--- config.mk ---
export PLATFORM = sky130hd
export DESIGN_NAME = extent_node_scanner_unit
export DESIGN_NICKNAME = d
export VERILOG_FILES = /design/src/rtl/ens_pkg.sv /design/src/rtl/extent_node_scanner_unit.sv
export SDC_FILE = /design/constraint.sdc
export NUM_CORES = 1
export LEC_CHECK = 0
export BUFFER_PORTS_ARGS = -buffer_cell sky130_fd_sc_hd__buf_2
export CAP_MARGIN = 20
export CORE_ASPECT_RATIO = 0.9
export CORE_MARGIN = 3
export CORE_UTILIZATION = 40
export DETAILED_ROUTE_END_ITERATION = 10
export SETUP_SLACK_MARGIN = 0.15
export SYNTH_ARGS = -nofsm -noshare
export SYNTH_HDL_FRONTEND = slang
export SYNTH_SLANG_ARGS = --single-unit
--- constraint.sdc ---
create_clock -name clk -period 12.9 [get_ports clk]
set_clock_uncertainty 0.1 [all_clocks]
set_input_delay 1.935 -clock clk [delete_from_list [all_inputs] [get_ports clk]]
set_output_delay 1.935 -clock clk [all_outputs]
set_load 0.01 [all_outputs]
--- src/rtl/ens_pkg.sv ---
// ----------------------------------------------------------------------------
// ens_pkg
// Types and constants shared by the extent node scanner: item layouts,
// result status codes and node format constants.
// ----------------------------------------------------------------------------
`default_nettype none

package ens_pkg;

  localparam int unsigned MAGIC_W = 16;
  localparam int unsigned COUNT_W = 16;
  localparam int unsigned BLOCK_W = 32;
  localparam int unsigned LEN_W   = 16;
  localparam int unsigned START_W = 48;
  localparam int unsigned PHYS_W  = 49;

  // extent length above this marks an uninitialized extent
  localparam logic [LEN_W-1:0]   UNINIT_LEN  = 16'd32768;
  localparam logic [MAGIC_W-1:0] RESET_MAGIC = 16'hF30A;

  // item kinds
  localparam logic FUNC_HEADER = 1'b0;
  localparam logic FUNC_ENTRY  = 1'b1;

  // result status codes
  localparam logic [1:0] ST_MAPPED   = 2'd0;
  localparam logic [1:0] ST_HOLE     = 2'd1;
  localparam logic [1:0] ST_DESCEND  = 2'd2;
  localparam logic [1:0] ST_BADMAGIC = 2'd3;

  typedef struct packed {
    logic               func;
    logic [MAGIC_W-1:0] magic;
    logic [COUNT_W-1:0] entry_count;
    logic [15:0]        depth;
    logic [BLOCK_W-1:0] key_block;
    logic [BLOCK_W-1:0] entry_first;
    logic [LEN_W-1:0]   entry_len;
    logic [START_W-1:0] entry_start;
  } in_item_t;

  typedef struct packed {
    logic [1:0]        status;
    logic [PHYS_W-1:0] phys_block;
  } out_item_t;

endpackage : ens_pkg

`default_nettype wire

--- src/rtl/extent_node_scanner_unit.sv ---
// ----------------------------------------------------------------------------
// extent_node_scanner_unit
// Scans one extent tree node (header item, then one item per entry) for a
// sought logical block and reports mapped block, hole, child or bad magic.
// ----------------------------------------------------------------------------
// a result is registered as the item that causes it is accepted, into the
//   output register, or into the skid stage while the output waits
// throughput: one item per cycle with the skid empty, set by the compare/add
//   path of one entry; a one-deep skid keeps input flowing while a result waits
// reset (rst, synchronous): scan waits for a header, skid and output empty,
//   expected magic back to 0xF30A
`default_nettype none

module extent_node_scanner_unit
  import ens_pkg::*;
(
  input  wire logic         clk,
  input  wire logic         rst,
  // configuration: expected node magic
  input  wire logic         cfg_valid,
  output logic              cfg_ready,
  input  wire logic [15:0]  cfg_data,
  // input items
  input  wire logic         in_valid,
  output logic              in_stall,
  input  wire in_item_t     in_item,
  // result items
  output logic              out_valid,
  input  wire logic         out_stall,
  output out_item_t         out_item
);

  typedef enum logic [1:0] {
    S_IDLE,   // waiting for a header
    S_LEAF,   // scanning leaf extents
    S_INDEX,  // scanning index entries
    S_DRAIN   // result given, swallowing the rest of the node
  } scan_mode_t;

  // scan state
  scan_mode_t           scan_mode;
  logic [COUNT_W-1:0]   entries_left;
  logic [BLOCK_W-1:0]   sought_block;
  logic [START_W-1:0]   best_child;
  logic                 child_found;
  logic [MAGIC_W-1:0]   expected_magic;

  // output register and skid stage
  logic                 skid_valid;
  out_item_t            skid_item;

  // next values
  scan_mode_t           scan_mode_next;
  logic [COUNT_W-1:0]   entries_left_next;
  logic [BLOCK_W-1:0]   sought_block_next;
  logic [START_W-1:0]   best_child_next;
  logic                 child_found_next;

  // result of the accepted item
  logic                 res_valid;
  out_item_t            res_item;

  // entry datapath
  logic                 accept;
  logic                 take;
  logic                 is_last;
  logic [LEN_W-1:0]     len_adj;
  logic [BLOCK_W:0]     end_sum;
  logic                 key_ge;
  logic                 key_covered;
  logic [BLOCK_W-1:0]   offset;
  logic [PHYS_W-1:0]    mapped_blk;

  assign cfg_ready = 1'b1;
  // skid full means one result would have nowhere to go
  assign in_stall  = skid_valid;
  assign accept    = in_valid && !in_stall;
  assign take      = out_valid && !out_stall;

  // uninitialized extents carry the flag in the top of the length
  assign len_adj     = (in_item.entry_len > UNINIT_LEN) ?
                       (in_item.entry_len - UNINIT_LEN) : in_item.entry_len;
  // range end kept at 33 bits so first + len never wraps
  assign end_sum     = {1'b0, in_item.entry_first} +
                       {{(BLOCK_W + 1 - LEN_W){1'b0}}, len_adj};
  assign key_ge      = sought_block >= in_item.entry_first;
  assign key_covered = key_ge && ({1'b0, sought_block} < end_sum);
  assign offset      = sought_block - in_item.entry_first;
  assign mapped_blk  = {{(PHYS_W - START_W){1'b0}}, in_item.entry_start} +
                       {{(PHYS_W - BLOCK_W){1'b0}}, offset};
  // entries_left is never zero outside idle, so this is the final entry
  assign is_last     = entries_left == {{(COUNT_W-1){1'b0}}, 1'b1};

  always_comb begin
    scan_mode_next      = scan_mode;
    entries_left_next   = entries_left;
    sought_block_next   = sought_block;
    best_child_next     = best_child;
    child_found_next    = child_found;
    res_valid           = 1'b0;
    res_item.status     = ST_HOLE;
    res_item.phys_block = '0;

    if (accept) begin
      if (in_item.func == FUNC_HEADER) begin
        // a header always restarts the scan
        scan_mode_next    = S_IDLE;
        entries_left_next = '0;
        best_child_next   = '0;
        child_found_next  = 1'b0;
        sought_block_next = in_item.key_block;
        if (in_item.magic != expected_magic) begin
          res_valid       = 1'b1;
          res_item.status = ST_BADMAGIC;
        end else if (in_item.entry_count == '0) begin
          res_valid       = 1'b1;
          res_item.status = ST_HOLE;
        end else begin
          entries_left_next = in_item.entry_count;
          scan_mode_next    = (in_item.depth == '0) ? S_LEAF : S_INDEX;
        end
      end else if (scan_mode != S_IDLE) begin
        // stray entries while idle fall through untouched
        entries_left_next = entries_left - {{(COUNT_W-1){1'b0}}, 1'b1};
        if (is_last) begin
          scan_mode_next = S_IDLE;
        end
        case (scan_mode)
          S_LEAF: begin
            if (key_covered) begin
              res_valid           = 1'b1;
              res_item.status     = ST_MAPPED;
              res_item.phys_block = mapped_blk;
              if (!is_last) begin
                scan_mode_next = S_DRAIN;
              end
            end else if (is_last) begin
              res_valid       = 1'b1;
              res_item.status = ST_HOLE;
            end
          end
          S_INDEX: begin
            if (key_ge) begin
              best_child_next  = in_item.entry_start;
              child_found_next = 1'b1;
              if (is_last) begin
                res_valid           = 1'b1;
                res_item.status     = ST_DESCEND;
                res_item.phys_block = {{(PHYS_W - START_W){1'b0}},
                                       in_item.entry_start};
              end
            end else begin
              // first entry past the key closes the search
              if (!is_last) begin
                scan_mode_next = S_DRAIN;
              end
              res_valid = 1'b1;
              if (child_found) begin
                res_item.status     = ST_DESCEND;
                res_item.phys_block = {{(PHYS_W - START_W){1'b0}}, best_child};
              end else begin
                res_item.status = ST_HOLE;
              end
            end
          end
          default: begin
            // draining: count only
          end
        endcase
      end
    end
  end

  always_ff @(posedge clk) begin
    if (rst) begin
      scan_mode      <= S_IDLE;
      entries_left   <= '0;
      sought_block   <= '0;
      best_child     <= '0;
      child_found    <= 1'b0;
      expected_magic <= RESET_MAGIC;
      out_valid      <= 1'b0;
      skid_valid     <= 1'b0;
    end else begin
      scan_mode    <= scan_mode_next;
      entries_left <= entries_left_next;
      sought_block <= sought_block_next;
      best_child   <= best_child_next;
      child_found  <= child_found_next;
      if (cfg_valid && cfg_ready) begin
        expected_magic <= cfg_data;
      end
      if (skid_valid) begin
        // no item is accepted while the skid holds a result
        if (take) begin
          out_item   <= skid_item;
          skid_valid <= 1'b0;
        end
      end else if (out_valid && !take) begin
        if (res_valid) begin
          skid_item  <= res_item;
          skid_valid <= 1'b1;
        end
      end else begin
        out_valid <= res_valid;
        out_item  <= res_item;
      end
    end
  end

`ifndef SYNTH
  // the skid only fills behind a waiting output
  a_skid_behind_out: assert property (@(posedge clk) disable iff (rst)
    skid_valid |-> out_valid)
    else $error("skid holds a result with empty output register");

  // entry count and scan mode agree
  a_idle_count: assert property (@(posedge clk) disable iff (rst)
    (scan_mode == S_IDLE) == (entries_left == '0))
    else $error("entry count out of step with scan mode");

  // best child is only loaded together with its found flag
  a_child_flag: assert property (@(posedge clk) disable iff (rst)
    !child_found |-> (best_child == '0))
    else $error("best child set without found flag");

  // a bad header always leaves a result behind
  a_badmagic_result: assert property (@(posedge clk) disable iff (rst)
    (accept && in_item.func == FUNC_HEADER && in_item.magic != expected_magic)
      |=> out_valid)
    else $error("bad magic header gave no result");
`endif

endmodule : extent_node_scanner_unit

`default_nettype wire

-- Word-level counts from Yosys, hierarchy flattened
Cells that the tools add are included.
- shift-type cells: 0
- muxes and demuxes: 51
- multiply operators: 0
- bitwise operators: 4
- equality and inequality tests: 9
- magnitude comparators: 3
- reduce and logical (&&, ||, !) cells: 16
- divide/modulo/power cells: 0
- $add $sub $neg: 5
- operators with widths (kind ; count):
    $mux 51 ; 7
    $mux 48 ; 5
    $pmux 51 s2 ; 1
    $mux 49 ; 2
    $mux 16 ; 5
    $add 48x32->49 ; 1
    $add 32x16->33 ; 1
    $lt 32x33->1 ; 1
    $ge 32x32->1 ; 1
    $logic_not 16->1 ; 2
    $sub 32x32->32 ; 1
    $mux 2 ; 12
    $mux 1 ; 17
    $eq 16x1->1 const B ; 1
    $gt 16x16->1 const B ; 1
    $ne 16x16->1 ; 1
    $sub 16x1->16 const B ; 1
    $sub 16x16->16 const B ; 1
    $ne 2x1->1 const B ; 4
    $reduce_and 4->1 ; 2
    $reduce_and 2->1 ; 3
    $logic_and 1x1->1 ; 4
    $not 1->1 ; 4
    $pmux 2 s2 ; 1
    other kinds (7) ; 9
- latch bits: 0
- RAM bits: 0
- bits of input ports: 198
- word-level logic and storage cells: 100
- bits in read-only memories: 0
- output and inout port bits: 54
- memories: 0
- bits in registers: 219

-- Longest topological paths before layout
Gate-level depths: netlist of the first run.
- word-level depth: 13
- depth in mapped cells: 23
- gate-level depth less buffers: 22

-- Worst setup path after synthesis of the first run
No wires, ideal clock.
- kind: input to register
- from: input in_item[48] (netlist name)
- to: register skid_item[0] (netlist name), enable pin
- data arrival time: 7827 ps
- buffers on the path: 0
- stages on the path: 21
- data required time: 12340 ps
- path slack: 4513 ps
- library setup time: 460 ps
- cells stage by stage: ha_1 -> fa_1 -> a211oi_1 -> o21bai_1 -> a211o_1 -> a21oi_4 -> o21ai_0 -> a31oi_1 -> o21ai_0 -> nand3_1 -> xnor2_1 -> ha_1 -> a21oi_1 -> o21ai_0 -> a221oi_1 -> nand2_1 -> o21ai_0 -> a21o_1 -> and2_1 -> o21ai_0 -> nor2_1
- word-level cells in the longest chain between the ends: 11
- elaborated cells on any way between the ends: 12
- those cells by class: add/sub (2); order compare (2); mux (6); reduce/logical (2)
- ends and longest elaborated chain (element ; RTL line ; source):
    from (decl) ; extent_node_scanner_unit.sv:26 ; input wire in_item_t in_item,
    $sub 16x16->16 / $gt 16x16->1 (equally long branches) ; extent_node_scanner_unit.sv:82, extent_node_scanner_unit.sv:81 ;
    $mux 16 (*) ; extent_node_scanner_unit.sv:81 ; assign len_adj = (in_item.entry_len > UNINIT_LEN) ?
    $add 32x16->33 (*) ; extent_node_scanner_unit.sv:84 ; assign end_sum = {1'b0, in_item.entry_first} +
    $lt 32x33->1 (*) ; extent_node_scanner_unit.sv:87 ; assign key_covered = key_ge && ({1'b0, sought_block} < end_sum);
    $logic_and 1x1->1 (*) ; extent_node_scanner_unit.sv:87 ;
    $mux 1 (*) ; extent_node_scanner_unit.sv:130 ; if (key_covered) begin
    $pmux 1 s2 (*) ; extent_node_scanner_unit.sv:128 ; case (scan_mode)
    $mux 1 (*) ; extent_node_scanner_unit.sv:122 ; end else if (scan_mode != S_IDLE) begin
    $mux 1 (*) ; extent_node_scanner_unit.sv:105 ; if (in_item.func == FUNC_HEADER) begin
    $mux 1 (*) ; extent_node_scanner_unit.sv:104 ; if (accept) begin
    $reduce_and 4->1 (no source line) (*) ; - ;
    to (signal assigned) ; extent_node_scanner_unit.sv:201 ; skid_item <= res_item;
    to (decl) ; extent_node_scanner_unit.sv:50 ; out_item_t skid_item;
Mark *: on every way between the ends. The rest lies on a longest branch, timed or not.
A chain may end at the register's enable or synchronous reset.

-- Worst setup path after layout of the first run
- from: input in_item[48] (netlist name)
- to: register skid_item[13] (netlist name), enable pin
The elaborated chain is that of the path after synthesis.

==> metrics.yaml, run 1 <==
hold_end: "sought_block[0]$_SDFFE_PP0P_"
synth_warnings: 0
avgSynthCellArea_sq_um: 8.74
synth.most_common_cell: "a21oi_1"
cp_num_buf_inv: 2
tightest_slew_ns: 1.03
ant_nets: 0
die_x_microns: 209
crit_path_top_delay_cell: "buf_4"
fmax_ghz: 0.136
grt_max_degree: 87
p_comb_frac: 0.244
die_area_sq_mm: 0.0395
critPathCaptureType: "flop"
synthAdderAreaFrac: 0.103
synth_area_leader_cell: "edfxtp_1"
postCtsHoldBufs: 0
post_cts_resized: 0
hold_path_class: "reg -> reg"
crit_chain: "buf_2, ha_1, fa_1, a211oi_1, o21bai_1, a211o_1, a21oi_4, o21ai_0, a31oi_1, o21ai_0, nand3_1, xnor2_1, ha_1, a21oi_1, o21ai_0, a221oi_1, nand2_1, o21ai_0, a21o_1, and2_1, o21ai_0, nor2_4, buf_4"
finalCritPeriodShare: 0.570
synth_top_family_by_area: "compound AO/OA/AOI/OAI gates"
synth_cells: 1699
reg2regPathDepth: 22
synth_xor_area_frac: 0.0619
finalHoldViolCount: 0
drtIter0Drc: 878
postCtsSetupBuffers: 0
rows: 66
muxShareOfSynthArea: 0.00817
crit_type: "in -> reg"
tritoncts: "built"
leakage_nw: 7.44
setup_ws_ns: 5.55
cts.sinks: 219
numCtsBuffers: 27
gp_congestion: 0.890
slew_headroom: 0.315
p_sw_frac: 0.304
arrival_ns: 7.42
crit_path_start_kind: "input pin"
synth-seq-cells: 219
power_density_mw_per_mm2: 114
area_delta_synth_final_pct: 16.8
internal-power_w: 0.00138
holdWs_ns: 0.377
fin_util: 0.476
async_flop_share: 0
synth_seq_area_share: 0.364
min_path_cells: 2
critPathMostFrequentCell: "o21ai_0"
yosys.area_share.simple: 0.177
antenna_found_initial: 5
layout.nets: 2230
vias: 13750
drc: 0
grt_pass1_wl_microns: 70400
hp-start: "sought_block[0]$_SDFFE_PP0P_"
synth_top_area_frac: 0.206
port-buffer-count: 250
clk_pin_slew_ns: 0.05
overflow: 0
crit_required_ns: 12.97
clk_path_buf_depth: 3
drt-total-wl_microns: 45300
io-pin-count: 252
hpwl_microns: 32700
first_global_vias: 12897
drv_slew: 0
wl_per_cell_microns: 18.8
setup_tns_ns: 0
yosys-top-cells-count: "a21oi_1 (173), nand2_1 (170), dfxtp_1 (117), ha_1 (117), nor2_1 (117)"
cap_violations: 0
finalCriticalPeriod_ns: 7.35
r2r_start: "sought_block[0]$_SDFFE_PP0P_"
via_per_inst: 5.71
die_h_microns: 189
synth_area_leaders: "edfxtp_1 (21%), dfxtp_1 (16%), ha_1 (9.9%)"
syn_area_sq_mm: 0.0149
start_util: 0.408
ctsRootBufferMaster: "clkbuf_16"
grtUsageTotal: 0.218
timing.rr.end: "out_item[37]$_DFFE_PP_"
syn-num-nets: 2017
h-tree-depth: 1
ir_drop_mv: 0.100
yosysUniqueCellTypes: 77
finalSetupViolCount: 0
synth-edff-count: 102
ys.flop_type: "dfxtp_1"
drt_pass1_iterations: 5
outcome: "completed"
critPathTopFamily: "compound AO/OA/AOI/OAI gates"
reg2reg_slack_ns: 7.13
power.net_switching_w: 0.000602
synth_compound_area_frac: 0.244
critical-path-max-stage-delay_ns: 0.62
drive_gt1_frac: 0.173
rsz0062_at_grt: "no"
pwr-share-seq: 0.384
p_clk_frac: 0.372
core_area_sq_mm: 0.0364
pre_cts_slack_ns: 4.99
worstPathMaxFanout: 51
clkLatencyLatePin_ns: 0.55
==> sequential cells by signal, summed over array words and instances, names as in the netlist <==
register,count
skid_item,51
out_item,51
scan_mode,2
best_child,48
child_found,1
in_stall,1
entries_left,16
sought_block,32
out_valid,1
expected_magic,16
==> cell families after synthesis <==
kind of cell | Yosys count
compound gates | 557
simple gates | 537
flops | 219
buf+inv | 148
fa+ha+maj | 120
xor+xnor | 105
mux | 12
other cells | 1
==> power by group through the flow <==
stage / clock network (W) / logic, W / registers, W
after detailed placement: 0 / 0.000479 / 0.000776
final: 0.000738 / 0.000485 / 0.000762
after floorplan: 0 / 0.000332 / 0.000777
after global routing: 0.000782 / 0.000537 / 0.000764
after CTS: 0.000757 / 0.000481 / 0.000762
after global placement: 0 / 0.000471 / 0.000776
==> worst max-delay path by stage <==
stage | to | cells after the start | start
3_3_place_gp | skid_item[21]$_DFFE_PP_ | 23 | in_item[48]
3_5_place_dp | skid_item[21]$_DFFE_PP_ | 23 | in_item[48]
6_report | skid_item[13]$_DFFE_PP_ | 23 | in_item[48]
2_1_floorplan | skid_item[0]$_DFFE_PP_ | 21 | in_item[48]
4_1_cts | skid_item[11]$_DFFE_PP_ | 23 | in_item[48]
5_1_grt | skid_item[16]$_DFFE_PP_ | 23 | in_item[48]
==> worst register-to-register path: stages, from the launching register on <==
cell and delay, ns:
dfxtp_1 0.32, inv_1 0.06, ha_1 0.20, inv_1 0.07, fa_1 0.40, nand3_1 0.11
a21oi_1 0.11, o31ai_2 0.34, a21oi_1 0.15, o21ai_0 0.32, a21oi_1 0.12, a21oi_1 0.28
o21ai_0 0.14, xor2_1 0.26, ha_1 0.35, a21oi_1 0.19, nand2_1 0.07, o21ai_0 0.35
o221ai_1 0.21, a31oi_2 0.74, or3_1 0.22, a21oi_1 0.08, a211o_1 0.32
==> metal layers <==
layer | part of all wire | global-route usage | vias up
met4 | 0.021 | 0.0453 | 10
li1 | - | - | 6750
met2 | 0.44 | 0.343 | 432
met1 | 0.47 | 0.314 | 6491
met5 | 0.0017 | 0 | -
met3 | 0.065 | 0.0368 | 67
==> cell type report <==
class                   instances  area [sq um]
fillers                      3540         19100
repair buffers                263          1360
multi-input cells            1332          8870
flip-flops and latches        219          5410
clock buffers                  37           744
well taps                     476           596
inverters                      69           259
clock inverters                12           113
diodes                          1          2.50
==> placed cells by master (no fill, tap or decap), types with 19 or more instances in the layout <==
master     synthesis  routed
nand4_1           19      19
xnor2_1           55      55
ha_1             117     117
xor2_1            50      50
nand3_1           44      44
a22oi_1           50      50
a21o_1            60      60
nand2_1          170     170
and3_1            46      46
dfxtp_1          117     115
o22ai_1           26      26
nor4_1            25      25
nor2_1           117     115
clkbuf_16          0      28
inv_1             69      69
buf_2             16     249
edfxtp_1         102     102
nor3_1            31      30
nor2b_1           22      22
a21oi_1          173     173
o211ai_1          23      23
o21ai_0           75      75
==> through the flow <==
stage	power (W)	cell area [sq um]	std cells
floorplan	0.00111	14900	1699
global placement	0.00125	16500	2358
detailed placement	0.00126	16500	2358
CTS	0.00200	17300	2407
global route	0.00208	17300	2408
finish	0.00198	17400	2409
No activity file was read; power rests on OpenSTA's default activity.
==> run 2, diff against run 1 <==
ABC_AREA = 1   (was not set)
clock period = 6.85 ns   (was 12.9 ns; I/O delays follow)
==> metrics.yaml, run 2 <==
cp_num_buf_inv: 4  # +2
finalHoldViolCount: 0  # unchanged
die_h_microns: 199  # +5.2%
hold_path_class: "reg -> reg"
drc: 0  # unchanged
yosysUniqueCellTypes: 47  # -39%
clk_pin_slew_ns: 0.06  # about the same
seq_area_sq_mm: 0.00541  # about the same
io-pin-count: 252  # unchanged
cp-endpoint: "out_item[47]$_DFFE_PP_"
r2r_start: "sought_block[0]$_SDFFE_PP0P_"
cts.sinks: 219  # unchanged
synth-edff-count: 102  # unchanged
grtUsageTotal: 0.245  # +0.0272
grt_pass1_wl_microns: 85600  # +22%
synth_seq_area_share: 0.328  # -0.0359
rsz0062_at_grt: "no"
core_area_sq_mm: 0.0401  # +10%
min_path_cells: 2  # unchanged
drv_slew: 0  # unchanged
reg2reg_slack_ns: 1.76  # -5.37 ns
slew_headroom: 0.307  # -0.00732
synth_warnings: 0  # unchanged
numCtsBuffers: 27  # unchanged
multiInputGateArea_sq_mm: 0.00972  # +9.6%
critPathCaptureType: "flop"
final_common_cell: "nand2_1"
final_cell_mix: "nand2_1 (641), a21oi_1 (274), inv_1 (252)"
syn_area_sq_mm: 0.0165  # +11%
tritoncts: "built"
synth-seq-cells: 219  # unchanged
place_area_sq_mm: 0.0181  # +10%
hpwl_microns: 42100  # +29%
worstPathMaxFanout: 24  # -53%
first_global_vias: 15967  # +24%
rows: 69  # +4.5%
drt_pass1_iterations: 6  # +1
final_cell_count_no_fill: 3162  # +31%
vias: 16733  # +22%
leakage_nw: 9.08  # +22%
drt-total-wl_microns: 54800  # +21%
startpoint: "in_item[48]"
drtIter0Drc: 1253  # +43%
start_util: 0.411  # +0.00346
async_flop_share: 0  # unchanged
port-buffer-count: 250  # unchanged
synth_area_leader_cell: "edfxtp_1"
synth_top_area_frac: 0.186  # -0.0203
fmax_ghz: 0.185
overflow: 0  # unchanged
avgSynthCellArea_sq_um: 6.87  # -21%
nFillCells: 4190  # +18%
die_x_microns: 220  # +5.2%
crit_path_start_kind: "input pin"
synth.most_common_cell: "nand2_1"
critical-path-max-stage-delay_ns: 0.52  # -0.10 ns
h-tree-depth: 1  # unchanged
grt_max_degree: 84  # -3.4%
ctsRootBufferMaster: "clkbuf_16"
synth_cells: 2398  # +41%
cap_violations: 0  # unchanged
finalCriticalPeriod_ns: 5.42
critPathTopFamily: "compound AO/OA/AOI/OAI gates"
area_delta_synth_final_pct: 15.5
setup_tns_ns: 0  # unchanged
drive_gt1_frac: 0.126  # -0.0470
clk_path_buf_depth: 3  # unchanged
via_per_inst: 5.29  # -7.3%
synth_area_leaders: "edfxtp_1 (19%), nand2_1 (15%), dfxtp_1 (14%)"
power_density_mw_per_mm2: 209  # +83%
crit_required_ns: 7.19  # -5.78 ns
clkLatencyLatePin_ns: 0.57  # +0.02 ns
finalSetupViolCount: 0  # unchanged
ant_nets: 0  # unchanged
cp.depth: 25  # +8.7%
syn-num-nets: 2716  # +35%
postCtsHoldBufs: 0  # unchanged
post_cts_resized: 0  # unchanged
fin_area_sq_mm: 0.0190  # +9.7%
yosys-top-cells-count: "nand2_1 (641), a21oi_1 (274), inv_1 (252)"
crit_type: "in -> reg"
finalCritPeriodShare: 0.791
ys.flop_type: "dfxtp_1"
arrival_ns: 5.76  # -1.66 ns
gp_congestion: 0.914  # +2.6%
wl_per_cell_microns: 17.3  # -7.9%
antenna_found_initial: 5  # unchanged
timing.rr.end: "out_item[43]$_DFFE_PP_"
tightest_slew_ns: 1.04  # +0.0110 ns
layout.nets: 2924  # +31%
crit_path_top_delay_cell: "inv_1"
die_area_sq_mm: 0.0437  # +11%
dp_cells: 3109  # +32%
reg2regPathDepth: 30  # +36%
ir_drop_mv: 0.175  # +75%
reg.largest.list: "out_item x51, skid_item x51, best_child x48"
fin_util: 0.475  # -0.00120
holdWs_ns: 0.361  # -0.0153 ns
postCtsSetupBuffers: 0  # unchanged
outcome: "completed"
==> run 2: how the worst min path moves through the flow <==
stage,to,startpoint
after floorplan,best_child[37]$_SDFFE_PP0P_,best_child[37]$_SDFFE_PP0P_
after global placement,best_child[45]$_SDFFE_PP0P_,best_child[45]$_SDFFE_PP0P_
after detailed placement,best_child[45]$_SDFFE_PP0P_,best_child[45]$_SDFFE_PP0P_
after CTS,best_child[45]$_SDFFE_PP0P_,best_child[45]$_SDFFE_PP0P_
after global routing,best_child[10]$_SDFFE_PP0P_,best_child[10]$_SDFFE_PP0P_
final,best_child[28]$_SDFFE_PP0P_,best_child[28]$_SDFFE_PP0P_
==> run 2: cell type report <==
class	count	area share
sequential	219	0.284
inverter	259	0.0512
multi-input combinational	1835	0.511
timing repair buffer	264	0.0719
clock inverter	16	0.00914
tap	532	0.0350
antenna	3	0.000394
clock buffer	34	0.0379
==> run 2: worst min-delay path, cell delays in order (launching register included) <==
cell,delay (ns)
dfxtp_1,0.31
nand2_1,0.06
a21oi_1,0.05
==> run 2: power by group <==
group          internal (W)  switching, W  total [W]
Sequential          0.00141     0.0000325    0.00144
Clock              0.000862      0.000610    0.00147
Combinational      0.000356      0.000707    0.00106
==> run 2: metrics by stage <==
step | setup slack, ns | power, W
after floorplan | 0.206 | 0.00218
after global placement | 0.956 | 0.00252
after detailed placement | 0.839 | 0.00252
after CTS | 1.43 | 0.00401
after global routing | 1.10 | 0.00419
final | 1.43 | 0.00398
==> run 2: cells by family after synthesis <==
logic type | after synthesis | synth area share
and+or+nand+nor | 1098 | 0.277
AOI/OAI and AO/OA | 506 | 0.160
buffers and inverters | 344 | 0.0836
DFF | 219 | 0.328
adders and majority gates | 120 | 0.0925
xor gates and xnor gates | 110 | 0.0585
other | 1 | 0.000228
==> run 2: per-layer routing <==
| layer | vias up | routed length (microns) | global-route usage |
|---|---|---|---|
| li1 | 8398 | - | - |
| met1 | 7708 | 25800 | 0.349 |
| met2 | 540 | 24700 | 0.401 |
| met3 | 83 | 3110 | 0.0246 |
| met4 | 4 | 1180 | 0.0563 |
| met5 | - | 30 | 0 |
